### src/hw/rtl/glod_pkg.sv
`timescale 1ns / 1ps
// ----------------------------------------------------------------------------
// Glyph outline dilation package
// Shared widths and control types for the outline dilation block.
// ----------------------------------------------------------------------------
package glod_pkg;

  // Width of one glyph row on the input side.
  localparam int unsigned RowW = 62;
  // Width of one padded output row (one column of margin on either side).
  localparam int unsigned PadW = RowW + 2;

  // Stream payload widths, rounded up to whole bytes.
  localparam int unsigned STdataW = ((RowW + 7) / 8) * 8;
  localparam int unsigned MTdataW = ((2 * PadW + 7) / 8) * 8;

  // Per-cycle controls from the sequencer to the cell row and output stage.
  typedef struct packed {
    logic shift_en;  // cells take a new row and a result is loaded
    logic zero_in;   // feed an empty row below the glyph
    logic end_row;   // this result is the last padded row of the glyph
  } glod_ctrl_t;

endpackage

### src/hw/rtl/glod_cell.sv
`timescale 1ns / 1ps
// ----------------------------------------------------------------------------
// Glyph outline dilation column cell
// Holds the two previous rows of one glyph column and forms the ink and
// stroke bits of the matching padded column from its neighbors.
// ----------------------------------------------------------------------------
module glod_cell (
  input  logic clk_i,
  input  logic rst_ni,
  input  logic shift_en_i,
  input  logic cur_i,
  input  logic vert_left_i,
  input  logic vert_right_i,
  output logic vert_o,
  output logic ink_o,
  output logic stroke_o
);

  logic above_q, above_d;
  logic two_above_q, two_above_d;

  // Vertical OR over the three rows of this column.
  assign vert_o   = two_above_q | above_q | cur_i;
  assign ink_o    = above_q;
  assign stroke_o = (vert_left_i | vert_o | vert_right_i) & ~above_q;

  // Move the column history down by one row on each accepted step.
  always_comb begin
    above_d     = above_q;
    two_above_d = two_above_q;
    if (shift_en_i) begin
      above_d     = cur_i;
      two_above_d = above_q;
    end
  end

  always_ff @(posedge clk_i or negedge rst_ni) begin
    if (!rst_ni) begin
      above_q     <= 1'b0;
      two_above_q <= 1'b0;
    end else begin
      above_q     <= above_d;
      two_above_q <= two_above_d;
    end
  end

endmodule

### src/hw/rtl/glod_ctrl.sv
`timescale 1ns / 1ps
// ----------------------------------------------------------------------------
// Glyph outline dilation sequencer
// Accepts rows while the output stage has room and runs the two extra rows
// below a glyph after its final row.
// ----------------------------------------------------------------------------
module glod_ctrl (
  input  logic                 clk_i,
  input  logic                 rst_ni,
  input  logic                 in_valid_i,
  input  logic                 in_last_i,
  input  logic                 out_free_i,
  output logic                 in_ready_o,
  output glod_pkg::glod_ctrl_t ctrl_o
);
  import glod_pkg::*;

  typedef enum logic [1:0] {
    ST_STREAM,
    ST_TAIL1,
    ST_TAIL2
  } state_e;

  state_e state_q, state_d;

  // Rows enter only in streaming state; the tail rows use the output slot.
  always_comb begin
    in_ready_o      = (state_q == ST_STREAM) && out_free_i;
    ctrl_o.shift_en = 1'b0;
    ctrl_o.zero_in  = 1'b0;
    ctrl_o.end_row  = 1'b0;
    state_d         = state_q;
    case (state_q)
      ST_STREAM: begin
        if (in_valid_i && out_free_i) begin
          ctrl_o.shift_en = 1'b1;
          if (in_last_i) begin
            state_d = ST_TAIL1;
          end
        end
      end
      ST_TAIL1: begin
        if (out_free_i) begin
          ctrl_o.shift_en = 1'b1;
          ctrl_o.zero_in  = 1'b1;
          state_d         = ST_TAIL2;
        end
      end
      ST_TAIL2: begin
        if (out_free_i) begin
          ctrl_o.shift_en = 1'b1;
          ctrl_o.zero_in  = 1'b1;
          ctrl_o.end_row  = 1'b1;
          state_d         = ST_STREAM;
        end
      end
      default: begin
        state_d = ST_STREAM;
      end
    endcase
  end

  always_ff @(posedge clk_i or negedge rst_ni) begin
    if (!rst_ni) begin
      state_q <= ST_STREAM;
    end else begin
      state_q <= state_d;
    end
  end

endmodule

### src/hw/rtl/glyph_outline_dilation_unit.sv
`timescale 1ns / 1ps
// ----------------------------------------------------------------------------
// Glyph outline dilation unit
// One-pixel outline of a 1-bit glyph, streamed one row per item.
// ----------------------------------------------------------------------------
// Usage:
//   The slave channel takes one glyph row per item: tdata bit c is pixel
//   column c, tlast marks the final row of the glyph. The master channel
//   gives padded rows, one column wider on each side, with the glyph ink in
//   the low 64 bits of tdata and the outline stroke in the high 64 bits;
//   tlast marks the final padded row of the glyph.
//   A row of column cells keeps the two previous rows; each cell trades its
//   vertical OR with its neighbors, so one row passes per clock cycle while
//   the output register has room. A result is registered at the edge that
//   accepts its row. Each row gives one result; the final row gives three, in
//   the following cycles as the output register frees up, and tready stays low
//   until both extra results are loaded. After the third one the cells hold an
//   empty history for the next glyph.
//   Reset clears the row history and empties the output register.
//   While the receiver stalls the output register holds its item, and a new
//   row is taken in the same cycle that the held item leaves.
// ----------------------------------------------------------------------------
module glyph_outline_dilation_unit #(
  parameter int unsigned MAX_GLYPH_WIDTH = 62
) (
  input  logic                          clk_i,
  input  logic                          rst_ni,
  // Fields: row_bits [61:0], zero fill [63:62].
  input  logic [glod_pkg::STdataW-1:0]  s_axis_tdata_i,
  input  logic                          s_axis_tlast_i,
  input  logic                          s_axis_tvalid_i,
  output logic                          s_axis_tready_o,
  // Fields: glyph_mask [63:0], stroke_mask [127:64].
  output logic [glod_pkg::MTdataW-1:0]  m_axis_tdata_o,
  output logic                          m_axis_tlast_o,
  output logic                          m_axis_tvalid_o,
  input  logic                          m_axis_tready_i
);
  import glod_pkg::*;

  glod_ctrl_t       ctrl;
  logic             out_free;
  logic [RowW-1:0]  cur_row;
  logic [RowW-1:0]  vert;
  logic [RowW-1:0]  ink;
  logic [RowW-1:0]  stroke;
  logic [PadW-1:0]  glyph_q, glyph_d;
  logic [PadW-1:0]  stroke_q, stroke_d;
  logic             end_q;
  logic             valid_q, valid_d;

  // The output slot is free when empty or when its item leaves now.
  assign out_free = !valid_q || m_axis_tready_i;

  glod_ctrl u_ctrl (
    .clk_i      (clk_i),
    .rst_ni     (rst_ni),
    .in_valid_i (s_axis_tvalid_i),
    .in_last_i  (s_axis_tlast_i),
    .out_free_i (out_free),
    .in_ready_o (s_axis_tready_o),
    .ctrl_o     (ctrl)
  );

  // Row of column cells; columns past the glyph width always see ink-free rows.
  for (genvar c = 0; c < RowW; c++) begin : g_col
    logic left_v;
    logic right_v;

    if (c < MAX_GLYPH_WIDTH) begin : g_used
      assign cur_row[c] = s_axis_tdata_i[c] & ~ctrl.zero_in;
    end else begin : g_unused
      assign cur_row[c] = 1'b0;
    end

    if (c == 0) begin : g_left_edge
      assign left_v = 1'b0;
    end else begin : g_left_inner
      assign left_v = vert[c-1];
    end

    if (c == RowW - 1) begin : g_right_edge
      assign right_v = 1'b0;
    end else begin : g_right_inner
      assign right_v = vert[c+1];
    end

    glod_cell u_cell (
      .clk_i        (clk_i),
      .rst_ni       (rst_ni),
      .shift_en_i   (ctrl.shift_en),
      .cur_i        (cur_row[c]),
      .vert_left_i  (left_v),
      .vert_right_i (right_v),
      .vert_o       (vert[c]),
      .ink_o        (ink[c]),
      .stroke_o     (stroke[c])
    );
  end

  // Padded row: the margin columns carry stroke only from the edge columns.
  assign glyph_d  = {1'b0, ink, 1'b0};
  assign stroke_d = {vert[RowW-1], stroke, vert[0]};

  always_comb begin
    valid_d = valid_q;
    if (ctrl.shift_en) begin
      valid_d = 1'b1;
    end else if (m_axis_tready_i) begin
      valid_d = 1'b0;
    end
  end

  // Output register control.
  always_ff @(posedge clk_i or negedge rst_ni) begin
    if (!rst_ni) begin
      valid_q <= 1'b0;
    end else begin
      valid_q <= valid_d;
    end
  end

  // Output register payload.
  always_ff @(posedge clk_i) begin
    if (ctrl.shift_en) begin
      glyph_q  <= glyph_d;
      stroke_q <= stroke_d;
      end_q    <= ctrl.end_row;
    end
  end

  // Both padded rows fill the output payload exactly.
  assign m_axis_tdata_o  = {stroke_q, glyph_q};
  assign m_axis_tlast_o  = end_q;
  assign m_axis_tvalid_o = valid_q;

`ifndef ASSERT_OFF
  // The input is not ready right after a final row is taken.
  a_tail_blocks_input: assert property (@(posedge clk_i) disable iff (!rst_ni)
    (s_axis_tvalid_i && s_axis_tready_o && s_axis_tlast_i) |=> !s_axis_tready_o)
    else $error("input accepted right after a final row");

  // Ink and stroke never mark the same pixel.
  a_masks_disjoint: assert property (@(posedge clk_i) disable iff (!rst_ni)
    valid_q |-> ((glyph_q & stroke_q) == '0))
    else $error("glyph and stroke overlap");

  // The margin columns never carry ink.
  a_margin_no_ink: assert property (@(posedge clk_i) disable iff (!rst_ni)
    valid_q |-> (!glyph_q[0] && !glyph_q[PadW-1]))
    else $error("ink in margin column");

  // The last padded row lies below the glyph and carries no ink.
  a_end_row_empty: assert property (@(posedge clk_i) disable iff (!rst_ni)
    (valid_q && end_q) |-> (glyph_q == '0))
    else $error("ink on final padded row");
`endif

endmodule

### config.mk
export PLATFORM = sky130hd
export DESIGN_NAME = glyph_outline_dilation_unit
export DESIGN_NICKNAME = d
export VERILOG_FILES = /design/src/hw/rtl/glod_pkg.sv /design/src/hw/rtl/glod_cell.sv /design/src/hw/rtl/glod_ctrl.sv /design/src/hw/rtl/glyph_outline_dilation_unit.sv
export SDC_FILE = /design/constraint.sdc
export NUM_CORES = 1
export LEC_CHECK = 0
export BUFFER_PORTS_ARGS = -buffer_cell sky130_fd_sc_hd__buf_2
export CAP_MARGIN = 20
export CORE_ASPECT_RATIO = 0.5
export CORE_MARGIN = 2
export CORE_UTILIZATION = 55
export CTS_CLUSTER_DIAMETER = 200
export CTS_CLUSTER_SIZE = 40
export DETAILED_ROUTE_END_ITERATION = 8
export GPL_TIMING_DRIVEN = 1
export PLACE_DENSITY = 0.84
export SLEW_MARGIN = 20
export SYNTH_ARGS = -nofsm -noshare
export SYNTH_HDL_FRONTEND = slang
export SYNTH_HIERARCHICAL = 1
export SYNTH_SLANG_ARGS = --single-unit
export TNS_END_PERCENT = 100
### constraint.sdc
create_clock -name clk_i -period 25.2 [get_ports clk_i]
set_input_delay 5.04 -clock clk_i [delete_from_list [all_inputs] [get_ports clk_i]]
set_output_delay 5.04 -clock clk_i [all_outputs]
set_load 0.02 [all_outputs]
# Word level (Yosys, flattened, before mapping)
# Cells that the tools add are included.
[totals]
ram_bits = 0
mem_count = 0
latchBits = 0
regBits = 254
in_bits = 69
mem_bits_ro = 0
[classes]
muxes = 12
n_bitwise = 432
div = 0
n_reduce_logical = 7
n_eq_ne = 6
shifts = 0
add_sub_neg = 0
n_mul = 0
order_cmp = 0
[ops]
columns = ["cell", "n"]
rows = [
  ["$or A1 B1 Y1", 245],
  ["$and A1 B1 Y1", 124],
  ["$not A1 Y1", 63],
  ["$mux W2", 5],
  ["$pmux W2 S3", 1],
  ["$ne A2 B1 Y1 const B", 2],
  ["$ne A2 B2 Y1 const B", 2],
  ["$reduce_and A4 Y1", 1],
  ["$mux W1", 3],
  ["$mux W3", 1],
  ["$pmux W1 S3", 1],
  ["$eq A2 B1 Y1 const B", 1],
  ["$eq A2 B2 Y1 const B", 1],
  ["$logic_and A1 B1 Y1", 2],
  ["$logic_not A2 Y1", 1],
  ["$pmux W1 S2", 1],
  ["$reduce_bool A2 Y1", 1],
  ["$logic_not A1 Y1", 1],
  ["$logic_or A1 B1 Y1", 1],
]

# Depth between registers and ports, before layout
# Gate-level depths: netlist (run 1).
[depth]
depth_word = 10
ltp_mapped = 8

# Modules after synthesis
# The synthesis (run 1) kept the hierarchy.
[by_module_without_submodules]
columns = ["mod", "seq_area_each_um2", "instances", "area_per_inst_um2", "cells_per_inst"]
rows = [
  ["glod_cell", 50.0, 62, 88.8, 7],
  ["glyph_outline_dilation_unit", 3838.7, 1, 4287.9, 201],
  ["glod_ctrl", 50.0, 1, 220.2, 20],
]

# Least setup slack after synthesis (run 1)
# OpenSTA, ideal clock, no wires.
[synth_timing]
path_type = "input to register"
start = "input m_axis_tready_i"
end = "register g_col[0].u_cell.above_q"
cell_stages = 3
arrival_ns = 25.162
n_path_buf = 0
slack_ns = -0.124
setup_ns = 0.162
cell_sequence = "nand2b_1 > nor3b_1 > mux2_1"
[synth_lines]
columns = ["element", "line", "source"]
rows = [
  ["from (decl)", "glyph_outline_dilation_unit.sv:37", "input logic m_axis_tready_i"],
  ["to (signal assigned)", "glod_cell.sv:42", "above_q <= above_d;"],
  ["to (decl)", "glod_cell.sv:19", "logic above_q, above_d;"],
]

# Worst setup path in the final report (run 1)
[layout_timing]
start = "input m_axis_tready_i"
end = "output s_axis_tready_o"
[layout_between]
elab_chain_cells = 2
[layout_lines]
columns = ["element", "line", "source"]
rows = [
  ["$logic_or A1 B1 Y1", "glyph_outline_dilation_unit.sv:53", "assign out_free = !valid_q || m_axis_tready_i;"],
  ["named net out_free", "glyph_outline_dilation_unit.sv:42", "logic out_free;"],
  ["$logic_and A1 B1 Y1", "glod_ctrl.sv:28", "in_ready_o = (state_q == ST_STREAM) && out_free_i;"],
  ["to (decl)", "glyph_outline_dilation_unit.sv:32", "output logic s_axis_tready_o,"],
]
# The timed path passes the listed nets, and every way through them passes these cells.

==> results.md, run 1 <==
- Clk Latency, worst-skew pair: 480 ps
- Startpoint types: input port
- First-pass iteration count of the detailed router: 4
- Post-synthesis average cell area: 15.3 um^2
- Seq/Total Area, Yosys: 69.8%
- Final setup margin: 14450 ps
- RSZ-0062 raised after global routing: false
- I/O pin cnt: 200
- Total power: around 1.8 mW
- Detail-routed via count per cell: 5.44
- GP Congestion: 0.845
- Slew HR: 29.5%
- Fill count: 1262
- # rows: 34
- Post-CTS Setup Inserts: 0
- Residual DRC: 0
- Antenna-violating nets left: 0
- Max Cap Violations: 0
- H-tree Lvls: 1
- Ys Warns: 6
- CTS tree: built
- Clock Skew: 32.5 ps
- Final setup violation count: 0
- Pre-CTS setup slack: 14450 ps
- CP endpoint kind: output port
- Initial DRC count: between 400 and 500
- VDD IR max: approximately 0.0002 V
- Core area: between 0.015 and 0.02 mm^2
- Leakage: 4.87 nW
- Die ar.: 0.0194 mm^2
- Critical path data required time: 20160 ps
- Post-CTS resize count: 0
- Synthesized flop and latch total: 254
- Peak Freq: around 0.093 GHz
- Clock-pin transition on the worst setup and hold timing paths: 100 ps
- Dpl hpwl: 12.6 mm
- Gr usage total: 18.9%
- Die height: 99.4 um
- Number of global-route vias before repair: 5930
- Tcrit/Tclk final: between 40% and 50%
- WL/cell: 16.8 um
- Final WL: 18.4 mm
- Post-Synthesis Cells: 655
- Largest net degree at the start of global routing: 205
- Nets@finish: 936
- Global-route wire length before repair: 29.4 mm
- Cell area after layout: 0.0116 mm^2
- Sum Neg Setup Slack: 0 ps
- Via total after detailed routing: 5980
- Dpl cell area: 0.0113 mm^2
- Die Width: 195 um
- Root Buffer: clkbuf_16
- Critical path class: input port to output port
- Pwr/cell area: 155 mW/mm^2
- CTS Buf Count: 10
- Initial antenna violation count: 1
- Gr ovfl total: 0
- Clk buf depth: 3
- Outcome: finished, final reports clean
- Slew at the pin closest to its max-slew limit: 1060 ps
- Number of diodes: 0
- CP arrival: 5710 ps
- Hold Path Class: register to register
- Mapped Area: between 0.01 and 0.015 mm^2
- Area Overhead vs Synth: 16.1%
- Synth cell types: 19
- Fin. Hold Viols: 0
- Hold_buf cts: 0
- Top fanout value on the critical path: 7
- PortBufs: 195
- CTS sink count: 254
- Slew Limit Fails: 0
- Initial core utilization: between 50% and 60%
- Share of cells above drive strength 1: between 20% and 30%
- Tmin final: around 11000 ps
- Final Util: 66.0%
## through the flow
step                cells  hold WS [ps]
global placement     1083           484
CTS                  1099           522
finish               1099           522
detailed placement   1083           494
floorplan             658           473
global route         1099           535
## area by class of cell
cell class	instances	area, um^2	area share [%]
clock buffer	15	290	2.50
inverter	2	7.51	0.0645
tap	234	293	2.52
sequential	254	6990	60.1
timing repair buffer	199	1020	8.81
clock inverter	1	30.0	0.258
multi-input combinational	394	2990	25.7
## cells in the final DEF (no fill, tap or decap), drive strengths merged
cell type / instances
conb: 4
buf: 199
mux2: 126
nand2b: 2
nor2: 62
edfxtp: 127
a21oi: 1
nor4: 62
or3: 62
clkinv: 1
dfrtp: 127
ha: 6
o21ai: 1
o21ba: 1
nand3: 1
nor3b: 1
inv: 2
nor2b: 62
clkbuf: 15
and2: 3
## sequential cells by signal, summed over array words and instances (netlist names)
name and flops:
g_col.u_cell/ink_o 62, m_axis_tlast_o 1, stroke_q 64, m_axis_tvalid_o 1, g_col.u_cell/two_above_q 62, glyph_q 62
u_ctrl/state_q 2
## worst max-delay path, cell delays in order
cell and delay (ps):
buf_2 90, nand2b_1 210, and2_2 220, buf_2 150
## report_power, final
group          leakage, nW  total [mW]  switching (mW)  internal [mW]
clock                0.152       0.204           0.120         0.0839
combinational         1.92       0.763           0.484          0.279
sequential            2.80       0.831           0.111          0.720
## cell families (layout without fill, tap and decap cells)
group / count (synthesis) / in the layout / synth area share, %
buf+inv: 10 / 217 / 0.525
simple gates: 255 / 255 / 14.4
mux: 126 / 126 / 14.2
fa+ha+maj: 6 / 6 / 0.750
other cells: 1 / 4 / 0.0374
flops: 254 / 254 / 69.8
compound gates: 3 / 3 / 0.300
## synthesized netlist by cell type, drive strengths merged
master	count	area share, %
ha	6	0.75
inv	2	0.075
nor4	62	3.9
mux2	126	14
nand2b	2	0.12
or3	62	3.9
edfxtp	127	38
nor2	62	2.3
nor2b	62	3.9
o21ai	1	0.087
nand3	1	0.050
o21ba	1	0.16
nor3b	1	0.075
dfrtp	127	32
a21oi	1	0.050
and2	3	0.22
buf	8	0.45
conb	1	0.037
## worst paths after layout
kind | start | end | slack [ps] | cells past startpoint
worst min register to register | g_col[45].u_cell/two_above_q$_DFFE_PN0P_ | g_col[45].u_cell/two_above_q$_DFFE_PN0P_ | 520 | 1
min in group asynchronous | rst_ni | g_col[46].u_cell/ink_o$_DFFE_PN0P_ | 4570 | 1
max in group asynchronous | rst_ni | g_col[21].u_cell/two_above_q$_DFFE_PN0P_ | 19490 | 2
worst max register to register | u_ctrl/state_q[0]$_DFFE_PN0P_ | g_col[19].u_cell/two_above_q$_DFFE_PN0P_ | 22180 | 6
worst max-delay path | m_axis_tready_i | s_axis_tready_o | 14450 | 4
worst min-delay path | g_col[45].u_cell/two_above_q$_DFFE_PN0P_ | g_col[45].u_cell/two_above_q$_DFFE_PN0P_ | 520 | 1
## layer usage
metal,wire length [um],GRT usage (%),up-vias
met1,8120,25.1,2999
met2,9190,33.0,113
met3,725,3.32,29
li1,-,-,2837
met5,14,0,-
met4,371,4.52,2
Note: power is estimated with default switching activity, not from simulation.
==> run 2: changes to the inputs <==
CORE_UTILIZATION = 49   (was 55)
PLACE_DENSITY = 0.79   (was 0.84)
clock period = 9.8 ns   (was 25.2 ns; I/O delays follow)
==> results.md, run 2 (synthesized netlist as in run 1, its figures left out) <==
- Top fanout value on the critical path: 7
- Fin. Hold Viols: 0
- Dpl hpwl: 12.7 mm
- Most common cell after layout, fill and taps aside: buf_2
- CTS Buf Count: 10
- Final Hold Slack: 492 ps
- Pwr/cell area: 395 mW/mm^2
- Number of global-route vias before repair: 6139
- Leakage: 4.87 nW
- Hold Path Class: register to register
- CTS sink count: 254
- Antenna-violating nets left: 0
- Initial DRC count: ~260
- Reg-to-Reg End: stroke_q[25]$_DFFE_PP_
- R2R depth: 8
- Via total after detailed routing: 5985
- Share of cells above drive strength 1: between 20% and 30%
- Post-CTS resize count: 0
- Hold_buf cts: 0
- Gr usage total: 17.3%
- CTS tree: built
- WP depth: 4
- Top cell by count, worst path: buf_2
- Slew HR: 25.3%
- Max Cap Violations: 0
- Critical R2R Launch: u_ctrl/state_q[0]$_DFFE_PN0P_
- Most frequent cells in the layout: buf_2 (194), dfrtp_1 (127), edfxtp_1 (127)
- # rows: 36
- Critical path data required time: 7840 ps
- Slew at the pin closest to its max-slew limit: between 1000 and 1500 ps
- Detail-routed via count per cell: 5.29
- Outcome: finished, final reports clean
- Top reg by flops: stroke_q
- Fill count: 1536
- Cell Chain, Critical Path: buf_2, nand2b_1, and2_2, buf_2
- Post-CTS Setup Inserts: 0
- Nets@finish: 936
- Initial core utilization: 50.8%
- Startpoint types: input port
- R2R setup slack: 7020 ps
- CP arrival: 2690 ps
- Residual DRC: 0
- Gr ovfl total: 0
- Largest register FFs: 64
- Worst setup path end: s_axis_tready_o
- Core area: 0.0197 mm^2
- VDD IR max: 0.000469 V
- Critical path class: input port to output port
- H-tree Lvls: 1
- Worst Path Buf+Inv: 2
- Die height: 105 um
- CP endpoint kind: output port
- Clock Skew: 37.3 ps
- WL/cell: 16.3 um
- I/O pin cnt: 200
- Final WL: 18.4 mm
- Tcrit/Tclk final: 47.4%
- Die Width: 206 um
- Setup crit start: m_axis_tready_i
- Largest net degree at the start of global routing: around 200
- Clock-pin transition on the worst setup and hold timing paths: between 100 and 150 ps
- Global-route wire length before repair: between 30 and 40 mm
- PortBufs: between 150 and 200
- First-pass iteration count of the detailed router: 4
- Cell family with most CP delay: simple AND/OR/NAND/NOR gates
- Tmin final: 4650 ps
- Die ar.: about 0.022 mm^2
- Slowest cell on the critical path: and2_2
- Peak Freq: 0.215 GHz
- Root Buffer: clkbuf_16
- Sum Neg Setup Slack: 0 ps
- Clk Latency, worst-skew pair: 490 ps
- RSZ-0062 raised after global routing: false
- GP Congestion: 0.778
- Area Overhead vs Synth: 16.6%
- Initial antenna violation count: 1
- Slew Limit Fails: 0
- Final setup violation count: 0
- Clk buf depth: 3
- CP peak stage delay: roughly 250 ps
==> run 2: worst reg2reg max path, cell delays in order (launching register included) <==
cell and delay (ps):
dfrtp_1 430, inv_1 110, ha_1 300, and2_2 130, buf_4 580, nor2b_1 230, or3_1 390, nor4_1 300
nor2_1 90
==> run 2: area by class of cell <==
cell class / instances / area (um^2) / area share [%]
inverter: 2 / 7.51 / 0.0643
clock buffer: 15 / 290 / 2.49
clock inverter: 1 / 30.0 / 0.257
multi-input combinational: 394 / 2990 / 25.6
tap: 266 / 333 / 2.85
sequential: 254 / 6990 / 59.9
antenna: 1 / 2.50 / 0.0214
timing repair buffer: 199 / 1020 / 8.78
==> run 2: report_power, final <==
group	internal [mW]	total (mW)	leakage (nW)	switching [mW]
Sequential	1.85	2.13	2.80	0.279
Clock	0.216	0.525	0.152	0.309
Combinational	0.719	1.96	1.92	1.24
Total	2.79	4.61	4.87	1.83
==> run 2: routing by layer <==
| metal | wire length, um | vias up | global-route usage (%) |
|---|---|---|---|
| met5 | 0 | - | 0 |
| met4 | 422 | 0 | 5.36 |
| met1 | 8020 | 3006 | 22.6 |
| met2 | 9390 | 103 | 30.1 |
| li1 | - | 2847 | - |
| met3 | 561 | 29 | 2.50 |
==> run 2: how the worst min path moves through the flow <==
| stage | endpoint | depth (start not counted) | slack, ps | start |
|---|---|---|---|---|
| final | glyph_q[48]$_DFFE_PP_ | 0 | 490 | g_col[47].u_cell/ink_o$_DFFE_PN0P_ |
| after detailed placement | g_col[27].u_cell/two_above_q$_DFFE_PN0P_ | 1 | 500 | g_col[27].u_cell/two_above_q$_DFFE_PN0P_ |
| after global placement | g_col[2].u_cell/two_above_q$_DFFE_PN0P_ | 1 | 480 | g_col[2].u_cell/two_above_q$_DFFE_PN0P_ |
| after global routing | glyph_q[53]$_DFFE_PP_ | 0 | 520 | g_col[52].u_cell/ink_o$_DFFE_PN0P_ |
| after CTS | glyph_q[48]$_DFFE_PP_ | 0 | 500 | g_col[47].u_cell/ink_o$_DFFE_PN0P_ |
| after floorplan | glyph_q[10]$_DFFE_PP_ | 0 | 470 | g_col[9].u_cell/ink_o$_DFFE_PN0P_ |
==> run 2: per-stage QoR <==
step | setup slack (ps) | std cells | cell area, um^2 | utilization (%) | power, mW
after floorplan | 705 | 658 | 10000 | - | 3.63
after global placement | 5160 | 1115 | 11400 | 57.5 | 4.04
after detailed placement | 5140 | 1115 | 11400 | 57.5 | 4.14
after CTS | 5140 | 1131 | 11700 | 59.2 | 4.66
after global routing | 5110 | 1132 | 11700 | 59.2 | 4.93
final | 5150 | 1132 | 11700 | 59.2 | 4.61
==> run 3: changes to the inputs <==
ABC_AREA = 1   (was default)
CORE_UTILIZATION = 50   (was 49)
PLACE_DENSITY = 0.8   (was 0.79)
clock period = 3.8 ns   (was 9.8 ns; I/O delays follow)
==> results.md, run 3 <==
- Outcome: finished, final reports clean
- Final Util: 59.1%
- # rows: 38
- Most common cell after layout, fill and taps aside: nand2_1
- Final cell count without fillers: 1684
- CP arrival: around 2700 ps
- Startpoint types: register
- Synthesized flop and latch total: 254
- Initial antenna violation count: 1
- Synth cell types: 15
- Pre-CTS setup slack: 1260 ps
- Main flop type after synthesis: edfxtp_1
- Initial core utilization: 50.7%
- Fin. Hold Viols: 0
- Pwr/cell area: 993 mW/mm^2
- Slowest cell on the critical path: dfrtp_1
- I/O pin cnt: 200
- Largest net degree at the start of global routing: 119
- Wl on met1: between 9 and 10 mm
- Most frequent cell after synthesis: nand2_1
- Nets@finish: 1453
- Critical path data required time: ~4000 ps
- Largest register FFs: 64
- PortBufs: 195
- Total power: approximately 13 mW
- Clk Latency, worst-skew pair: 500 ps
- Hold_buf cts: 0
- Post-synthesis average cell area: 9.39 um^2
- Tcrit/Tclk final: 62.9%
- Residual DRC: 0
- CP endpoint kind: register
- VDD IR max: 0.000823 V
- CTS Buf Count: 10
- Final Hold Slack: 222 ps
- Metal3 WL: 702 um
- Leakage: 6.17 nW
- R2R setup slack: roughly 1400 ps
- Ys Warns: 6
- Cell Chain, Critical Path: inv_1, ha_1, nand2_4, inv_2, buf_4, nor2_1, nor2_2, nand2_1, nor2_1, nand3_1, nand2_1, inv_1
- Dpl hpwl: about 16 mm
- Ranking of synthesized cells by area: edfxtp_1 (35%), dfrtp_1 (29%), nand2_1 (8.9%), inv_1 (8.8%), nor2_1 (4.3%)
- Top reg by flops: stroke_q
- CP peak stage delay: 460 ps
- Hold Path Class: input port to async pin
- H-tree Lvls: 1
- EDFF count, synth: 127
- Detail-routed via count per cell: 4.70
- Seq/Total Area, Yosys: 64.1%
- Slew at the pin closest to its max-slew limit: between 600 and 700 ps
- CTS tree: built
- Clk buf depth: 3
- Global-route wire length before repair: 35.7 mm
- Slew HR: 59.5%
- Final setup violation count: 0
- Critical path class: register to register
- Peak Freq: 0.418 GHz
- Max Cap Violations: 0
- Sum Neg Setup Slack: 0 ps
- WL/cell: 13.0 um
- Antenna-violating nets left: 0
- Asr flop ratio synth: 50.0%
- Most frequent cells in the layout: nand2_1 (257), inv_1 (253), buf_2 (194)
- RSZ-0062 raised after global routing: false
- Clock-pin transition on the worst setup and hold timing paths: 140 ps
- Mapped Area: between 0.01 and 0.015 mm^2
- Dpl cell area: 0.0124 mm^2
- Final setup margin: between 1000 and 1500 ps
- Final WL: 21.9 mm
- Slew Limit Fails: 0
- Number of global-route vias before repair: between 7000 and 8000
- Via total after detailed routing: 7912
- Post-CTS resize count: 0
- Die Width: roughly 210 um
- Share of cells above drive strength 1: 21.0%
- Clock Skew: 34.6 ps
- Fill count: 1833
- Placed cells: around 1700
- Area leader, netlist: edfxtp_1
- Initial DRC count: 530
- CTS sink count: 254
- Post-Synthesis Cells: 1162
- Gr usage total: roughly a fifth
- WL met2: ~11 mm
- Die ar.: 0.0231 mm^2
- Gr ovfl total: 0
- Synth top area share: 34.9%
- Cell area after layout: 0.0127 mm^2
- Die height: about 110 um
- Area Overhead vs Synth: 16.7%
- Post-CTS Setup Inserts: 0
- Most frequent cells after synthesis: nand2_1 (259), inv_1 (255), dfrtp_1 (127), edfxtp_1 (127), nor2_1 (124)
- Top fanout value on the critical path: 36
- Top sig layer: met4
- Tmin final: between 2000 and 2500 ps
- First-pass iteration count of the detailed router: 5
- GP Congestion: around 0.84
- Root Buffer: clkbuf_16
- Core area: 0.0215 mm^2
run 3: final cells by class:
class	instances	area (um^2)	area share (%)
Sequential cell	254	6990	54.9
Multi-Input combinational cell	647	2920	22.9
Timing Repair Buffer	210	1160	9.09
Inverter	255	970	7.61
Tap cell	300	375	2.95
Clock buffer	15	290	2.28
Clock inverter	1	30.0	0.236
Antenna cell	2	5.00	0.0393
run 3: per-layer routing:
| metal | GRT usage [%] | up-vias |
|---|---|---|
| met5 | 0 | - |
| met4 | 6.54 | 0 |
| met3 | 2.56 | 41 |
| met2 | 33.7 | 148 |
| met1 | 24.3 | 3715 |
| li1 | - | 4008 |
run 3: power breakdown:
part           leakage, nW  total [mW]  internal, mW  switching [mW]
combinational         3.19        5.97          1.77            4.20
clock                0.152        1.39         0.557           0.838
sequential            2.83        5.28          4.67           0.603
total                 6.17        12.6          7.00            5.64
run 3: worst max-delay path, delay by kind of cell, from the launching register on:
| kind | cells | cell delay, ps |
|---|---|---|
| fa+ha+maj | 1 | 340 |
| simple gates | 7 | 720 |
| buf+inv | 4 | 600 |
| flops | 1 | 460 |
run 3: path summary, 6_finish.rpt:
check | to | start | depth (start not counted)
worst max-delay path | stroke_q[28]$_DFFE_PP_ | u_ctrl/state_q[0]$_DFFE_PN0P_ | 12
worst min-delay path | g_col[44].u_cell/ink_o$_DFFE_PN0P_ | rst_ni | 1
worst max register to register | stroke_q[28]$_DFFE_PP_ | u_ctrl/state_q[0]$_DFFE_PN0P_ | 12
worst min register to register | glyph_q[54]$_DFFE_PP_ | g_col[53].u_cell/ink_o$_DFFE_PN0P_ | 0
max in group asynchronous | g_col[19].u_cell/two_above_q$_DFFE_PN0P_ | rst_ni | 2
min in group clk_i | glyph_q[54]$_DFFE_PP_ | g_col[53].u_cell/ink_o$_DFFE_PN0P_ | 0
run 3: cells by family (layout without fill, tap and decap cells):
family	Yosys count	after routing	synth area share [%]
buffers and inverters	264	481	9.63
DFF	254	254	64.1
other	1	6	0.0344
AOI/OAI and AO/OA	126	126	5.84
adders and majority gates	6	6	0.688
and+or+nand+nor	511	511	19.8
